### src/design/sensor_burst_average_peak_scaler_macros.svh
// Assertion macros shared by the burst scaler front and queue modules.
// Each macro expects signals named clock and reset in the calling module.
`ifndef SENSOR_BURST_AVERAGE_PEAK_SCALER_MACROS_SVH
`define SENSOR_BURST_AVERAGE_PEAK_SCALER_MACROS_SVH

// Consequent checked in the same cycle as the antecedent
`define SBAPS_ASSERT_SAME(label, ante, cons, msg) \
   label: assert property (@(posedge clock) disable iff (reset) (ante) |-> (cons)) \
      else $error(msg);

// Consequent checked in the cycle after the antecedent
`define SBAPS_ASSERT_NEXT(label, ante, cons, msg) \
   label: assert property (@(posedge clock) disable iff (reset) (ante) |=> (cons)) \
      else $error(msg);

`endif

### src/design/sbaps_pkg.sv
`default_nettype none
package sbaps_pkg;

   // Channel codes
   localparam logic [2:0] CH_LOOP  = 3'd0;
   localparam logic [2:0] CH_TEMP  = 3'd1;
   localparam logic [2:0] CH_HUMID = 3'd2;
   localparam logic [2:0] CH_VOLT  = 3'd3;
   localparam logic [2:0] CH_AMP   = 3'd4;

   // Default burst lengths
   localparam int DEF_LOOP_SAMPLES  = 10;
   localparam int DEF_VOLT_SAMPLES  = 50;
   localparam int DEF_AMP_SAMPLES   = 60;
   localparam int DEF_READ_ATTEMPTS = 20;

   // Job queue depth (power of two)
   localparam int QUEUE_DEPTH = 4;

   // Field widths
   localparam int SAMPLE_W = 10;
   localparam int VALUE_W  = 18;
   localparam int SUM_W    = 16;
   localparam int COUNT_W  = 7;
   localparam int X_W      = 17;

   // Scaling unit: value = floor(x * K / D)
   localparam int K_W      = 20;
   localparam int D_W      = 16;
   localparam int R_W      = 25;
   localparam int RECIP_SH = 17;
   localparam int EST_W    = X_W + R_W;
   localparam int EXACT_W  = X_W + K_W;
   localparam int QD_W     = VALUE_W + D_W;

   localparam logic [K_W-1:0] K_LOOP = K_W'(20 * 256);
   localparam logic [K_W-1:0] K_VOLT = K_W'(1000 * 256);
   localparam logic [K_W-1:0] K_AMP  = K_W'(3300 * 256);
   localparam logic [D_W-1:0] D_AMP  = D_W'(1023 * 37);

   // Peak midpoint, in units of half an ADC code
   localparam logic [SAMPLE_W:0] PEAK_MID = 11'd1013;

   // One finished burst handed from front to back
   typedef struct packed {
      logic [2:0]         channel;
      logic               scaled;   // data is x for the scaling unit
      logic               updated;
      logic [VALUE_W-1:0] data;     // x when scaled, else the final value
   } job_type;

endpackage
`default_nettype wire

### src/design/sbaps_front.sv
`default_nettype none
`include "sensor_burst_average_peak_scaler_macros.svh"
module sbaps_front #(
   parameter int LOOP_SAMPLES  = sbaps_pkg::DEF_LOOP_SAMPLES,
   parameter int VOLT_SAMPLES  = sbaps_pkg::DEF_VOLT_SAMPLES,
   parameter int AMP_SAMPLES   = sbaps_pkg::DEF_AMP_SAMPLES,
   parameter int READ_ATTEMPTS = sbaps_pkg::DEF_READ_ATTEMPTS
) (
   input  wire logic                             clock,
   input  wire logic                             reset,
   input  wire logic                             accept,
   input  wire logic                             first,
   input  wire logic [2:0]                       channel,
   input  wire logic [sbaps_pkg::SAMPLE_W-1:0]   sample,
   input  wire logic                             read_ok,
   output logic                                  push,
   output sbaps_pkg::job_type                    job
);
   import sbaps_pkg::*;

   localparam logic [COUNT_W-1:0] LOOP_N  = COUNT_W'(LOOP_SAMPLES);
   localparam logic [COUNT_W-1:0] VOLT_N  = COUNT_W'(VOLT_SAMPLES);
   localparam logic [COUNT_W-1:0] AMP_N   = COUNT_W'(AMP_SAMPLES);
   localparam logic [COUNT_W-1:0] TRIES_N = COUNT_W'(READ_ATTEMPTS);
   localparam logic [X_W-1:0] LOOP_BIAS   = X_W'(5 * LOOP_SAMPLES);
   localparam logic [X_W-1:0] VOLT_BIAS   = X_W'(5 * VOLT_SAMPLES);

   logic                 busy_ff, busy_in;
   logic [2:0]           chan_ff, chan_in;
   logic [SUM_W-1:0]     sum_ff, sum_in;
   logic [SAMPLE_W-1:0]  peak_ff, peak_in;
   logic [COUNT_W-2:0]   count_ff, count_in;
   logic [1:0]           good_ff, good_in;

   logic                 busy_eff;
   logic [2:0]           chan_eff;
   logic [SUM_W-1:0]     sum_eff, sum_add;
   logic [SAMPLE_W-1:0]  peak_eff, peak_new;
   logic [COUNT_W-2:0]   count_eff;
   logic [1:0]           good_eff, good_new;
   logic [COUNT_W-1:0]   next_count;
   logic [SAMPLE_W:0]    twice;
   logic [SAMPLE_W:0]    mid_gap;
   logic                 done;

   // Open a burst on a first item, else continue the current one
   always_comb begin
      busy_eff   = first ? (channel <= CH_AMP) : busy_ff;
      chan_eff   = first ? channel : chan_ff;
      sum_eff    = first ? '0 : sum_ff;
      peak_eff   = first ? '0 : peak_ff;
      count_eff  = first ? '0 : count_ff;
      good_eff   = first ? '0 : good_ff;
      next_count = {1'b0, count_eff} + COUNT_W'(1);
      sum_add    = sum_eff + SUM_W'(sample);
      peak_new   = (sample > peak_eff) ? sample : peak_eff;
      twice      = {peak_new, 1'b0};
      mid_gap    = (twice >= PEAK_MID) ? (twice - PEAK_MID) : (PEAK_MID - twice);
   end

   // Accumulate per channel and build the job when the burst ends
   always_comb begin
      sum_in       = sum_eff;
      peak_in      = peak_eff;
      good_in      = good_eff;
      good_new     = good_eff;
      done         = 1'b0;
      job.channel  = chan_eff;
      job.scaled   = 1'b1;
      job.updated  = 1'b1;
      job.data     = '0;
      case (chan_eff)
         CH_LOOP: begin
            sum_in   = sum_add;
            done     = next_count >= LOOP_N;
            job.data = VALUE_W'({1'b0, sum_add} + LOOP_BIAS);
         end
         CH_VOLT: begin
            sum_in   = sum_add;
            done     = next_count >= VOLT_N;
            job.data = VALUE_W'({1'b0, sum_add} + VOLT_BIAS);
         end
         CH_AMP: begin
            peak_in  = peak_new;
            done     = next_count >= AMP_N;
            job.data = VALUE_W'(mid_gap);
         end
         default: begin
            if (read_ok) begin
               sum_in   = sum_add;
               good_new = good_eff + 2'd1;
            end
            good_in    = good_new;
            job.scaled = 1'b0;
            if (good_new >= 2'd2) begin
               done     = 1'b1;
               job.data = {sum_in[VALUE_W-8:0], 7'b0};
            end else if (next_count >= TRIES_N) begin
               done = 1'b1;
               if (good_new == 2'd1) begin
                  job.data = {sum_in[VALUE_W-9:0], 8'b0};
               end else begin
                  job.updated = 1'b0;
               end
            end
         end
      endcase
      busy_in  = busy_eff && !done;
      chan_in  = chan_eff;
      count_in = next_count[COUNT_W-2:0];
      push     = accept && busy_eff && done;
   end

   // Hold burst state
   always_ff @(posedge clock) begin
      if (reset) begin
         busy_ff <= 1'b0;
      end else if (accept) begin
         busy_ff <= busy_in;
      end
   end

   always_ff @(posedge clock) begin
      if (accept) begin
         chan_ff  <= chan_in;
         sum_ff   <= sum_in;
         peak_ff  <= peak_in;
         count_ff <= count_in;
         good_ff  <= good_in;
      end
   end

   `SBAPS_ASSERT_SAME(a_push_on_accept, push, accept, "job pushed without an input transfer")
   `SBAPS_ASSERT_SAME(a_no_push_idle, accept && !first && !busy_ff, !push, "job from idle block")
   `SBAPS_ASSERT_NEXT(a_done_idles, push && !(busy_eff && !done), !busy_ff, "busy after burst end")

endmodule
`default_nettype wire

### src/design/sbaps_queue.sv
`default_nettype none
`include "sensor_burst_average_peak_scaler_macros.svh"
module sbaps_queue #(
   parameter int DEPTH = sbaps_pkg::QUEUE_DEPTH
) (
   input  wire logic               clock,
   input  wire logic               reset,
   input  wire logic               push,
   input  wire sbaps_pkg::job_type push_job,
   output logic                    full,
   input  wire logic               pop,
   output logic                    empty,
   output sbaps_pkg::job_type      pop_job
);
   import sbaps_pkg::*;

   localparam int PTR_W = (DEPTH > 1) ? $clog2(DEPTH) : 1;
   localparam int CNT_W = $clog2(DEPTH + 1);

   job_type              mem_ff [DEPTH];
   logic [PTR_W-1:0]     wr_ptr_ff, wr_ptr_in;
   logic [PTR_W-1:0]     rd_ptr_ff, rd_ptr_in;
   logic [CNT_W-1:0]     count_ff, count_in;

   // Advance pointers and occupancy
   always_comb begin
      wr_ptr_in = wr_ptr_ff;
      rd_ptr_in = rd_ptr_ff;
      count_in  = count_ff;
      if (push) begin
         wr_ptr_in = (wr_ptr_ff == PTR_W'(DEPTH - 1)) ? '0 : wr_ptr_ff + PTR_W'(1);
      end
      if (pop) begin
         rd_ptr_in = (rd_ptr_ff == PTR_W'(DEPTH - 1)) ? '0 : rd_ptr_ff + PTR_W'(1);
      end
      if (push && !pop) begin
         count_in = count_ff + CNT_W'(1);
      end else if (pop && !push) begin
         count_in = count_ff - CNT_W'(1);
      end
      full    = count_ff == CNT_W'(DEPTH);
      empty   = count_ff == '0;
      pop_job = mem_ff[rd_ptr_ff];
   end

   always_ff @(posedge clock) begin
      if (reset) begin
         wr_ptr_ff <= '0;
         rd_ptr_ff <= '0;
         count_ff  <= '0;
      end else begin
         wr_ptr_ff <= wr_ptr_in;
         rd_ptr_ff <= rd_ptr_in;
         count_ff  <= count_in;
      end
   end

   // Store pushed jobs
   always_ff @(posedge clock) begin
      if (push) begin
         mem_ff[wr_ptr_ff] <= push_job;
      end
   end

   `SBAPS_ASSERT_SAME(a_no_overflow, push, !full, "push into full queue")
   `SBAPS_ASSERT_SAME(a_no_underflow, pop, !empty, "pop from empty queue")

endmodule
`default_nettype wire

### src/design/sbaps_back.sv
`default_nettype none
module sbaps_back #(
   parameter int LOOP_SAMPLES = sbaps_pkg::DEF_LOOP_SAMPLES,
   parameter int VOLT_SAMPLES = sbaps_pkg::DEF_VOLT_SAMPLES
) (
   input  wire logic                           clock,
   input  wire logic                           reset,
   input  wire logic                           empty,
   input  wire sbaps_pkg::job_type             pop_job,
   output logic                                pop,
   output logic                                rsp_valid,
   input  wire logic                           rsp_ready,
   output logic [2:0]                          rsp_channel,
   output logic [sbaps_pkg::VALUE_W-1:0]       rsp_value,
   output logic                                rsp_updated
);
   import sbaps_pkg::*;

   localparam logic [D_W-1:0] D_LOOP = D_W'(1023 * LOOP_SAMPLES);
   localparam logic [D_W-1:0] D_VOLT = D_W'(1023 * VOLT_SAMPLES);
   localparam logic [63:0] R_LOOP_WIDE = (64'(K_LOOP) << RECIP_SH) / 64'(D_LOOP);
   localparam logic [63:0] R_VOLT_WIDE = (64'(K_VOLT) << RECIP_SH) / 64'(D_VOLT);
   localparam logic [63:0] R_AMP_WIDE  = (64'(K_AMP) << RECIP_SH) / 64'(D_AMP);
   localparam logic [R_W-1:0] R_LOOP = R_LOOP_WIDE[R_W-1:0];
   localparam logic [R_W-1:0] R_VOLT = R_VOLT_WIDE[R_W-1:0];
   localparam logic [R_W-1:0] R_AMP  = R_AMP_WIDE[R_W-1:0];

   logic                 adv;
   logic [K_W-1:0]       k_sel;
   logic [D_W-1:0]       d_sel;
   logic [R_W-1:0]       r_sel;
   logic [X_W-1:0]       x;

   logic                 s1_valid_ff;
   job_type              s1_job_ff;
   logic [EST_W-1:0]     s1_est_ff;
   logic [EXACT_W-1:0]   s1_exact_ff;
   logic [D_W-1:0]       s1_d_ff;

   logic                 s2_valid_ff;
   job_type              s2_job_ff;
   logic [VALUE_W-1:0]   s2_q_ff;
   logic [EXACT_W-1:0]   s2_exact_ff;
   logic [D_W-1:0]       s2_d_ff;

   logic                 s3_valid_ff;
   job_type              s3_job_ff;
   logic [VALUE_W-1:0]   s3_q_ff;
   logic [QD_W-1:0]      s3_qd_ff;
   logic [EXACT_W-1:0]   s3_exact_ff;
   logic [D_W-1:0]       s3_d_ff;

   logic [EXACT_W-1:0]   remainder;
   logic [VALUE_W-1:0]   value_in;

   logic                 out_valid_ff;
   logic [2:0]           out_channel_ff;
   logic [VALUE_W-1:0]   out_value_ff;
   logic                 out_updated_ff;

   // Advance the whole pipeline unless the output register is held
   always_comb begin
      adv = !out_valid_ff || rsp_ready;
      pop = adv && !empty;
      x   = pop_job.data[X_W-1:0];
      case (pop_job.channel)
         CH_LOOP: begin
            k_sel = K_LOOP;
            d_sel = D_LOOP;
            r_sel = R_LOOP;
         end
         CH_VOLT: begin
            k_sel = K_VOLT;
            d_sel = D_VOLT;
            r_sel = R_VOLT;
         end
         default: begin
            k_sel = K_AMP;
            d_sel = D_AMP;
            r_sel = R_AMP;
         end
      endcase
   end

   // Correct the quotient estimate by one step
   always_comb begin
      remainder = s3_exact_ff - EXACT_W'(s3_qd_ff);
      if (!s3_job_ff.scaled) begin
         value_in = s3_job_ff.data;
      end else if (remainder >= EXACT_W'(s3_d_ff)) begin
         value_in = s3_q_ff + VALUE_W'(1);
      end else begin
         value_in = s3_q_ff;
      end
   end

   always_ff @(posedge clock) begin
      if (reset) begin
         s1_valid_ff  <= 1'b0;
         s2_valid_ff  <= 1'b0;
         s3_valid_ff  <= 1'b0;
         out_valid_ff <= 1'b0;
      end else if (adv) begin
         s1_valid_ff  <= pop;
         s2_valid_ff  <= s1_valid_ff;
         s3_valid_ff  <= s2_valid_ff;
         out_valid_ff <= s3_valid_ff;
      end
   end

   // Reciprocal estimate, exact product, quotient times divisor
   always_ff @(posedge clock) begin
      if (adv) begin
         s1_job_ff      <= pop_job;
         s1_est_ff      <= EST_W'(x) * EST_W'(r_sel);
         s1_exact_ff    <= EXACT_W'(x) * EXACT_W'(k_sel);
         s1_d_ff        <= d_sel;
         s2_job_ff      <= s1_job_ff;
         s2_q_ff        <= s1_est_ff[RECIP_SH+VALUE_W-1:RECIP_SH];
         s2_exact_ff    <= s1_exact_ff;
         s2_d_ff        <= s1_d_ff;
         s3_job_ff      <= s2_job_ff;
         s3_q_ff        <= s2_q_ff;
         s3_qd_ff       <= QD_W'(s2_q_ff) * QD_W'(s2_d_ff);
         s3_exact_ff    <= s2_exact_ff;
         s3_d_ff        <= s2_d_ff;
         out_channel_ff <= s3_job_ff.channel;
         out_value_ff   <= value_in;
         out_updated_ff <= s3_job_ff.updated;
      end
   end

   assign rsp_valid   = out_valid_ff;
   assign rsp_channel = out_channel_ff;
   assign rsp_value   = out_value_ff;
   assign rsp_updated = out_updated_ff;

endmodule
`default_nettype wire

### src/design/sensor_burst_average_peak_scaler.sv
// Sensor burst scaler: each input transfer is one sample of a burst; a transfer with
// first set opens a burst for its channel (0 loop current, 1 temperature, 2 humidity,
// 3 voltage, 4 peak current) and is its first sample. One result transfer follows the
// sample that ends a burst, carrying the value times 256 (truncated) and the updated
// flag. The block takes one sample per clock cycle while req_tready is high. The job of
// a closing sample passes through the job queue, the three-stage reciprocal-multiply
// scaling pipeline and the output register. Finished bursts wait in a four-entry job
// queue, and req_tready drops only while that queue is full.
`default_nettype none
module sensor_burst_average_peak_scaler #(
   parameter int LOOP_SAMPLES  = sbaps_pkg::DEF_LOOP_SAMPLES,
   parameter int VOLT_SAMPLES  = sbaps_pkg::DEF_VOLT_SAMPLES,
   parameter int AMP_SAMPLES   = sbaps_pkg::DEF_AMP_SAMPLES,
   parameter int READ_ATTEMPTS = sbaps_pkg::DEF_READ_ATTEMPTS
) (
   input  wire logic        clock,
   input  wire logic        reset,
   input  wire logic        req_tvalid,
   output logic             req_tready,
   input  wire logic [15:0] req_tdata,    // sample[9:0]
   input  wire logic [4:0]  req_tuser,    // first[0], channel[3:1], read_ok[4]
   output logic             rsp_tvalid,
   input  wire logic        rsp_tready,
   output logic [23:0]      rsp_tdata,    // value[17:0]
   output logic [3:0]       rsp_tuser     // out_channel[2:0], updated[3]
);
   import sbaps_pkg::*;

   logic               accept;
   logic               push;
   logic               pop;
   logic               full;
   logic               empty;
   job_type            push_job;
   job_type            pop_job;
   logic [2:0]         rsp_channel;
   logic [VALUE_W-1:0] rsp_value;
   logic               rsp_updated;

   // Take a transfer whenever the job queue has room
   assign req_tready = !full;
   assign accept     = req_tvalid && req_tready;

   sbaps_front #(
      .LOOP_SAMPLES  (LOOP_SAMPLES),
      .VOLT_SAMPLES  (VOLT_SAMPLES),
      .AMP_SAMPLES   (AMP_SAMPLES),
      .READ_ATTEMPTS (READ_ATTEMPTS)
   ) u_front (
      .clock   (clock),
      .reset   (reset),
      .accept  (accept),
      .first   (req_tuser[0]),
      .channel (req_tuser[3:1]),
      .sample  (req_tdata[SAMPLE_W-1:0]),
      .read_ok (req_tuser[4]),
      .push    (push),
      .job     (push_job)
   );

   sbaps_queue #(
      .DEPTH (QUEUE_DEPTH)
   ) u_queue (
      .clock    (clock),
      .reset    (reset),
      .push     (push),
      .push_job (push_job),
      .full     (full),
      .pop      (pop),
      .empty    (empty),
      .pop_job  (pop_job)
   );

   sbaps_back #(
      .LOOP_SAMPLES (LOOP_SAMPLES),
      .VOLT_SAMPLES (VOLT_SAMPLES)
   ) u_back (
      .clock       (clock),
      .reset       (reset),
      .empty       (empty),
      .pop_job     (pop_job),
      .pop         (pop),
      .rsp_valid   (rsp_tvalid),
      .rsp_ready   (rsp_tready),
      .rsp_channel (rsp_channel),
      .rsp_value   (rsp_value),
      .rsp_updated (rsp_updated)
   );

   // Pack the result transfer
   assign rsp_tdata = {6'b0, rsp_value};
   assign rsp_tuser = {rsp_updated, rsp_channel};

endmodule
`default_nettype wire

### config.mk
export PLATFORM = sky130hd
export DESIGN_NAME = sensor_burst_average_peak_scaler
export DESIGN_NICKNAME = d
export VERILOG_FILES = /design/src/design/sbaps_pkg.sv /design/src/design/sbaps_front.sv /design/src/design/sbaps_queue.sv /design/src/design/sbaps_back.sv /design/src/design/sensor_burst_average_peak_scaler.sv
export VERILOG_INCLUDE_DIRS = /design/src /design/src/design
export SDC_FILE = /design/constraint.sdc
export NUM_CORES = 2
export LEC_CHECK = 0
export BUFFER_PORTS_ARGS = -buffer_cell sky130_fd_sc_hd__buf_2
export CAP_MARGIN = 20
export CORE_ASPECT_RATIO = 0.75
export CORE_MARGIN = 3
export CORE_UTILIZATION = 65
export CTS_CLUSTER_DIAMETER = 200
export DETAILED_ROUTE_END_ITERATION = 8
export PLACE_DENSITY = 0.82
export SLEW_MARGIN = 20
export SYNTH_ARGS = -nofsm -noshare
export SYNTH_HDL_FRONTEND = slang
export SYNTH_SLANG_ARGS = --single-unit
export TNS_END_PERCENT = 100
### constraint.sdc
create_clock -name clock -period 21.7 [get_ports clock]
set_input_delay 1.085 -clock clock [delete_from_list [all_inputs] [get_ports clock]]
set_output_delay 1.085 -clock clock [all_outputs]
set_load 0.03 [all_outputs]
Yosys cells after proc, flatten, opt, wreduce, memory -nomap -nowiden:

Memory sizes are Yosys's and may differ from the RTL's. A register that Yosys moved wholly into a read port is not among the register bits.
Cells that the tools add are included.

* word-level logic and storage cells: 128
* memories kept: 1
* bits in registers: 404
* output and inout port bits: 30
* RAM bits: 92

* reductions and logical operators: 20
* mux-type cells: 37
* add/sub/neg operators: 13
* order comparisons: 9
* eq/ne operators: 7
* multipliers: 3

Memories
* u_queue.mem_ff: depth 4, width 23, rd ports 1, clocked after Yosys merged registers in 1, write ports 1, line sbaps_queue.sv:20 `job_type mem_ff [DEPTH];`

Operators with widths (number)
* 2-to-1 mux 18 bit: 4
* one-hot mux 16 bit (2 select lines): 2
* one-hot mux 18 bit (3 select lines): 1
* one-hot mux 22 bit (2 select lines): 1
* one-hot mux 20 bit (2 select lines): 1
* >= comparator 37 x 16 -> 1 bit: 1
* multiplier 17 x 20 -> 37 bit: 1
* subtractor 37 x 34 -> 37 bit: 1
* multiplier 17 x 22 -> 35 bit: 1
* multiplier 18 x 16 -> 34 bit: 1
* 2-to-1 mux 16 bit: 2
* 2-to-1 mux 10 bit: 3
* 2-to-1 mux 19 bit: 1
* adder 18 x 1 -> 18 bit (second input constant): 1
* 2-to-1 mux 2 bit: 9
* adder 16 x 6 -> 17 bit (second input constant): 1
* adder 16 x 8 -> 17 bit (second input constant): 1
* adder 16 x 10 -> 16 bit: 1
* >= comparator 7 x 6 -> 1 bit (second input constant): 2
* >= comparator 11 x 10 -> 1 bit (second input constant): 1
* 2-to-1 mux 11 bit: 1
* subtractor 10 x 11 -> 11 bit (first input constant): 1
* subtractor 11 x 10 -> 11 bit (second input constant): 1
* greater-than comparator 10 bit: 1
* 23 further kinds: 49

Logic depth before layout (Yosys ltp):

* depth in word-level cells: 12
* mapped depth: 31
* depth with buffers taken out: 28

Hierarchy:

From an unflattened synthesis, not the netlist that was laid out.

* cells, all modules: 3562
* area, all modules: 39270.2 µm²

Modules (own cells, without submodules)
* sbaps_back: cells an instance 2843, area each 30932.2 µm², instances 1
* sbaps_front: cells an instance 545, area each 4478.0 µm², instances 1
* sbaps_queue: cells an instance 164, area each 3793.6 µm², instances 1
* sensor_burst_average_peak_scaler: cells an instance 10, area each 66.3 µm², instances 1

Worst setup path before layout:

Ideal clock, no wire load.

* path kind: input port to flip-flop
* start point: input rsp_tready
* end point: register u_queue.count_ff[2]
* setup time: 0.070 ns
* required time: 21.630 ns
* arrival time: 8.997 ns
* path buffers: 0
* stages: 9
* setup slack: 12.634 ns
* path through: nor2b_1 inv_1 o31ai_1 ha_1 inv_1 fa_1 xor2_1 or3_1 a21oi_1

* longest elaborated chain between the ends: 5

Ends and longest elaborated chain
* start: declaration: line sensor_burst_average_peak_scaler.sv:23 `input wire logic rsp_tready,`
* logical OR 1 bit *: line sbaps_back.sv:63 `adv = !out_valid_ff || rsp_ready;`
* via u_back.adv: line sbaps_back.sv:28 `logic adv;`
* logical AND 1 bit *: line sbaps_back.sv:64 `pop = adv && !empty;`
* logical NOT 1 bit: line sbaps_queue.sv:36 `if (push && !pop) begin`
* logical AND 1 bit: line sbaps_queue.sv:36
* 2-to-1 mux 3 bit / nonzero test 2 bit (equally long branches)
* end signal: assignment: line sbaps_queue.sv:54 `count_ff <= count_in;`
* end: declaration: line sbaps_queue.sv:23 `logic [CNT_W-1:0] count_ff, count_in;`

Mark *: on every way through the listed nets, which the timed path passes. The rest lies on a longest branch.
A chain may end at the register's enable or synchronous reset.

==> flow_summary.ini <==
[layout]
ff_latch_area_sq_um = 12500
fin_nets = 4402
multi_input_area_sq_um = 22900
syn_to_final_growth_pct = 6.39
insertedDiodeCount = 0
layout-drive-gt1-share = 0.0563
final_core_util = 0.706
layoutNonFillerInstCount = 4317
n_fill_cell = 4107

[clock_network]
cts.hold.buffers_added = 0
ctsHtreeMaxLevel = 2
clk_pin_slew_worst_paths_ns = 0.07
ctsResizeCount = 0
cts_max_path_buffers = 3
cts_buffers = 43
worstSkewPairLatency_ns = 0.57
clock-sinks = 421
clock-root-buffer = clkbuf_16
tritoncts = yes
post_cts_buffers = 0

[global_routing]
overflow = 0
grt_pass1_wl_microns = 138000
first_global_vias = 25700
grtUsageTotal = 0.286
antenna_found_initial = 0
grt_max_degree = 125

[synth]
synthTopCellsByArea = edfxtp_1, fa_1, ha_1
synth_top_cell_area_share = 0.317
yosys.area.top_type = edfxtp_1
ys_types = 86
synthArstFlopShare = 0
yosys_warnings = 0
synth_cells = 3454
synthFlopType = edfxtp_1
synthesis.area_sq_um = 38500
avgSynthCellArea_sq_um = 11.1
synth-seq-cells = 421
ys_seq_area_frac = 0.325
synth-edff-count = 407
netlist_top_cells_count = inv_1, fa_1, ha_1, edfxtp_1, nand2_1
yosysMostFrequentCell = inv_1

[floorplan]
die_h_microns = 217
core_sq_um = 58000
rows = 76
die_area_sq_um = 62200
ios = 55
initial_core_util = 0.664
dieWidth_microns = 287

[run]
drv_cap = 0

[placed_design]
hpwl_microns = 68000
dp.cells = 4236
gp_congestion = 0.948
port_buffers = 42

[setup_path]
critPathBufInv = 6
worst_ep_arrival_time_ns = 9.65
end_kind = flip-flop
critPathLaunchType = flip-flop
path_delay_family = adder cells
cp.required_ns = 22.01
cp_max_fo = 23
cpPeakStageDelay_ns = 0.63
slowest_stage = a2111oi_0
critPathKind = reg -> reg

[routing]
avgRoutedWirePerCell_microns = 19.7
drc = 0
firstDrtPassIters = 6
viasPerCell = 5.81
wirelength_microns = 85300
drt_iter0_markers = 2414
vias = 25100
ant_nets = 0

[timing]
slew_headroom = 0.236
hold_viol_final = 0
slew_viol_final = 0
worst_slew_pin_slew_ns = 1.15
tns_ns = 0
min_period_ns = 9.34
fin_skew_ns = 0.0174
rsz0062_at_grt = no
setup-violations-final = 0
fin_crit_sh = 0.430
fmax_ghz = 0.107

[run_status]
status = complete, no violations

[min_path]
hold_class = reg -> reg
-- final timing paths --
check | startpoint | endpoint | slack [ns] | cells past startpoint
min | u_back.s1_job_ff[5] | u_back.s2_job_ff[5] | 0.41 | 0
max | flip-flop | u_back.s1_est_ff[33] | 12.36 | 27
min reg2reg | u_back.s1_job_ff[5] | u_back.s2_job_ff[5] | 0.41 | 0
max reg2reg | flip-flop | u_back.s1_est_ff[33] | 12.36 | 27
-- layout make-up --
type	instances	share of cell area
multi-input cells	2202	0.558
well taps	780	0.0238
repair buffers	62	0.00928
inverters	772	0.0709
clock inverters	30	0.00544
clock buffers	50	0.0274
flip-flops and latches	421	0.305
-- state kept, by name, indices dropped and copies added, names as in the netlist, 10 cells and up, named ones only --
register            cells
u_back.rsp_value       18
u_back.s1_est_ff       18
u_back.s1_exact_ff     27
u_back.s1_job_ff       23
u_back.s2_exact_ff     27
u_back.s2_job_ff       23
u_back.s2_q_ff         18
u_back.s3_exact_ff     27
u_back.s3_job_ff       23
u_back.s3_q_ff         18
u_back.s3_qd_ff        34
u_front.peak_ff        10
u_front.sum_ff         16
u_queue.mem_ff         92
-- through the flow --
stage	hold slack [ns]	instance area (sq um)	worst slack, ns
after floorplan	0.400	38500	12.63
after global placement	0.400	39600	12.65
after detailed placement	0.405	39600	12.51
after CTS	0.410	40900	12.48
after global routing	0.417	41000	11.89
final	0.412	41000	12.36
-- per-layer routing --
layer  track usage  part of all wire  wire length (microns)  vias to the layer above
met1         0.426              0.44                  37100                    12400
met4        0.0836             0.030                   2580                        0
met3        0.0590             0.092                   7880                      157
met2         0.429              0.44                  37700                     1055
li1              -                 -                      -                    11500
met5             0                 0                      0                        -
-- worst reg2reg max path: stages, from the launching register on --
cell and delay [ns]:
dfxtp_1 0.30, buf_4 0.41, mux4_2 0.61, or3_1 0.38, buf_4 0.23, inv_1 0.60
nor2_1 0.38, nand2_1 0.33, inv_1 0.23, fa_1 0.54, inv_1 0.05, fa_1 0.50
inv_1 0.04, ha_1 0.30, fa_1 0.51, fa_1 0.49, ha_1 0.34, a21oi_1 0.18
nand3_1 0.10, o21ai_0 0.45, o21ai_0 0.37, a41oi_1 0.41, o211ai_1 0.19, nand2_1 0.13
nor2_1 0.06, a2111oi_0 0.63, o21bai_1 0.15, xor2_1 0.17
-- layout by cell type (no fill, tap or decap), types with 10 or more instances in the layout --
cell,netlist,layout
a21o_1,41,41
a21oi_1,119,119
a31oi_1,16,16
and2_1,114,114
and3_1,23,23
buf_2,1,42
buf_4,7,19
clkbuf_16,0,44
clkinvlp_4,0,11
dfxtp_1,14,14
edfxtp_1,407,407
fa_1,455,455
ha_1,420,420
inv_1,770,769
mux2_2,15,15
mux2i_1,27,27
mux4_2,23,23
nand2_1,208,208
nand2b_1,26,26
nand3_1,48,48
nand4_1,14,14
nor2_1,141,141
nor2b_1,43,43
nor3_1,19,19
o211ai_1,14,14
o21a_1,18,18
o21ai_0,75,75
o21bai_1,13,13
o221ai_1,12,12
or2_2,10,10
or3_1,12,12
xnor2_1,103,103
xor2_1,39,39
-- cells by family (layout without fill, tap and decap cells) --
kind of cell	count (synthesis)	after routing	synth area share
other	1	6	0.0000974
and+or+nand+nor	703	703	0.0919
adders and majority gates	875	875	0.373
buffers and inverters	836	914	0.0824
muxes	65	65	0.0249
AOI/OAI and AO/OA	411	411	0.0707
DFF	421	421	0.325
xor gates and xnor gates	142	142	0.0323
Power is not shown: default switching activity piles up to over one toggle a cycle in this logic, so the estimate is an artifact.
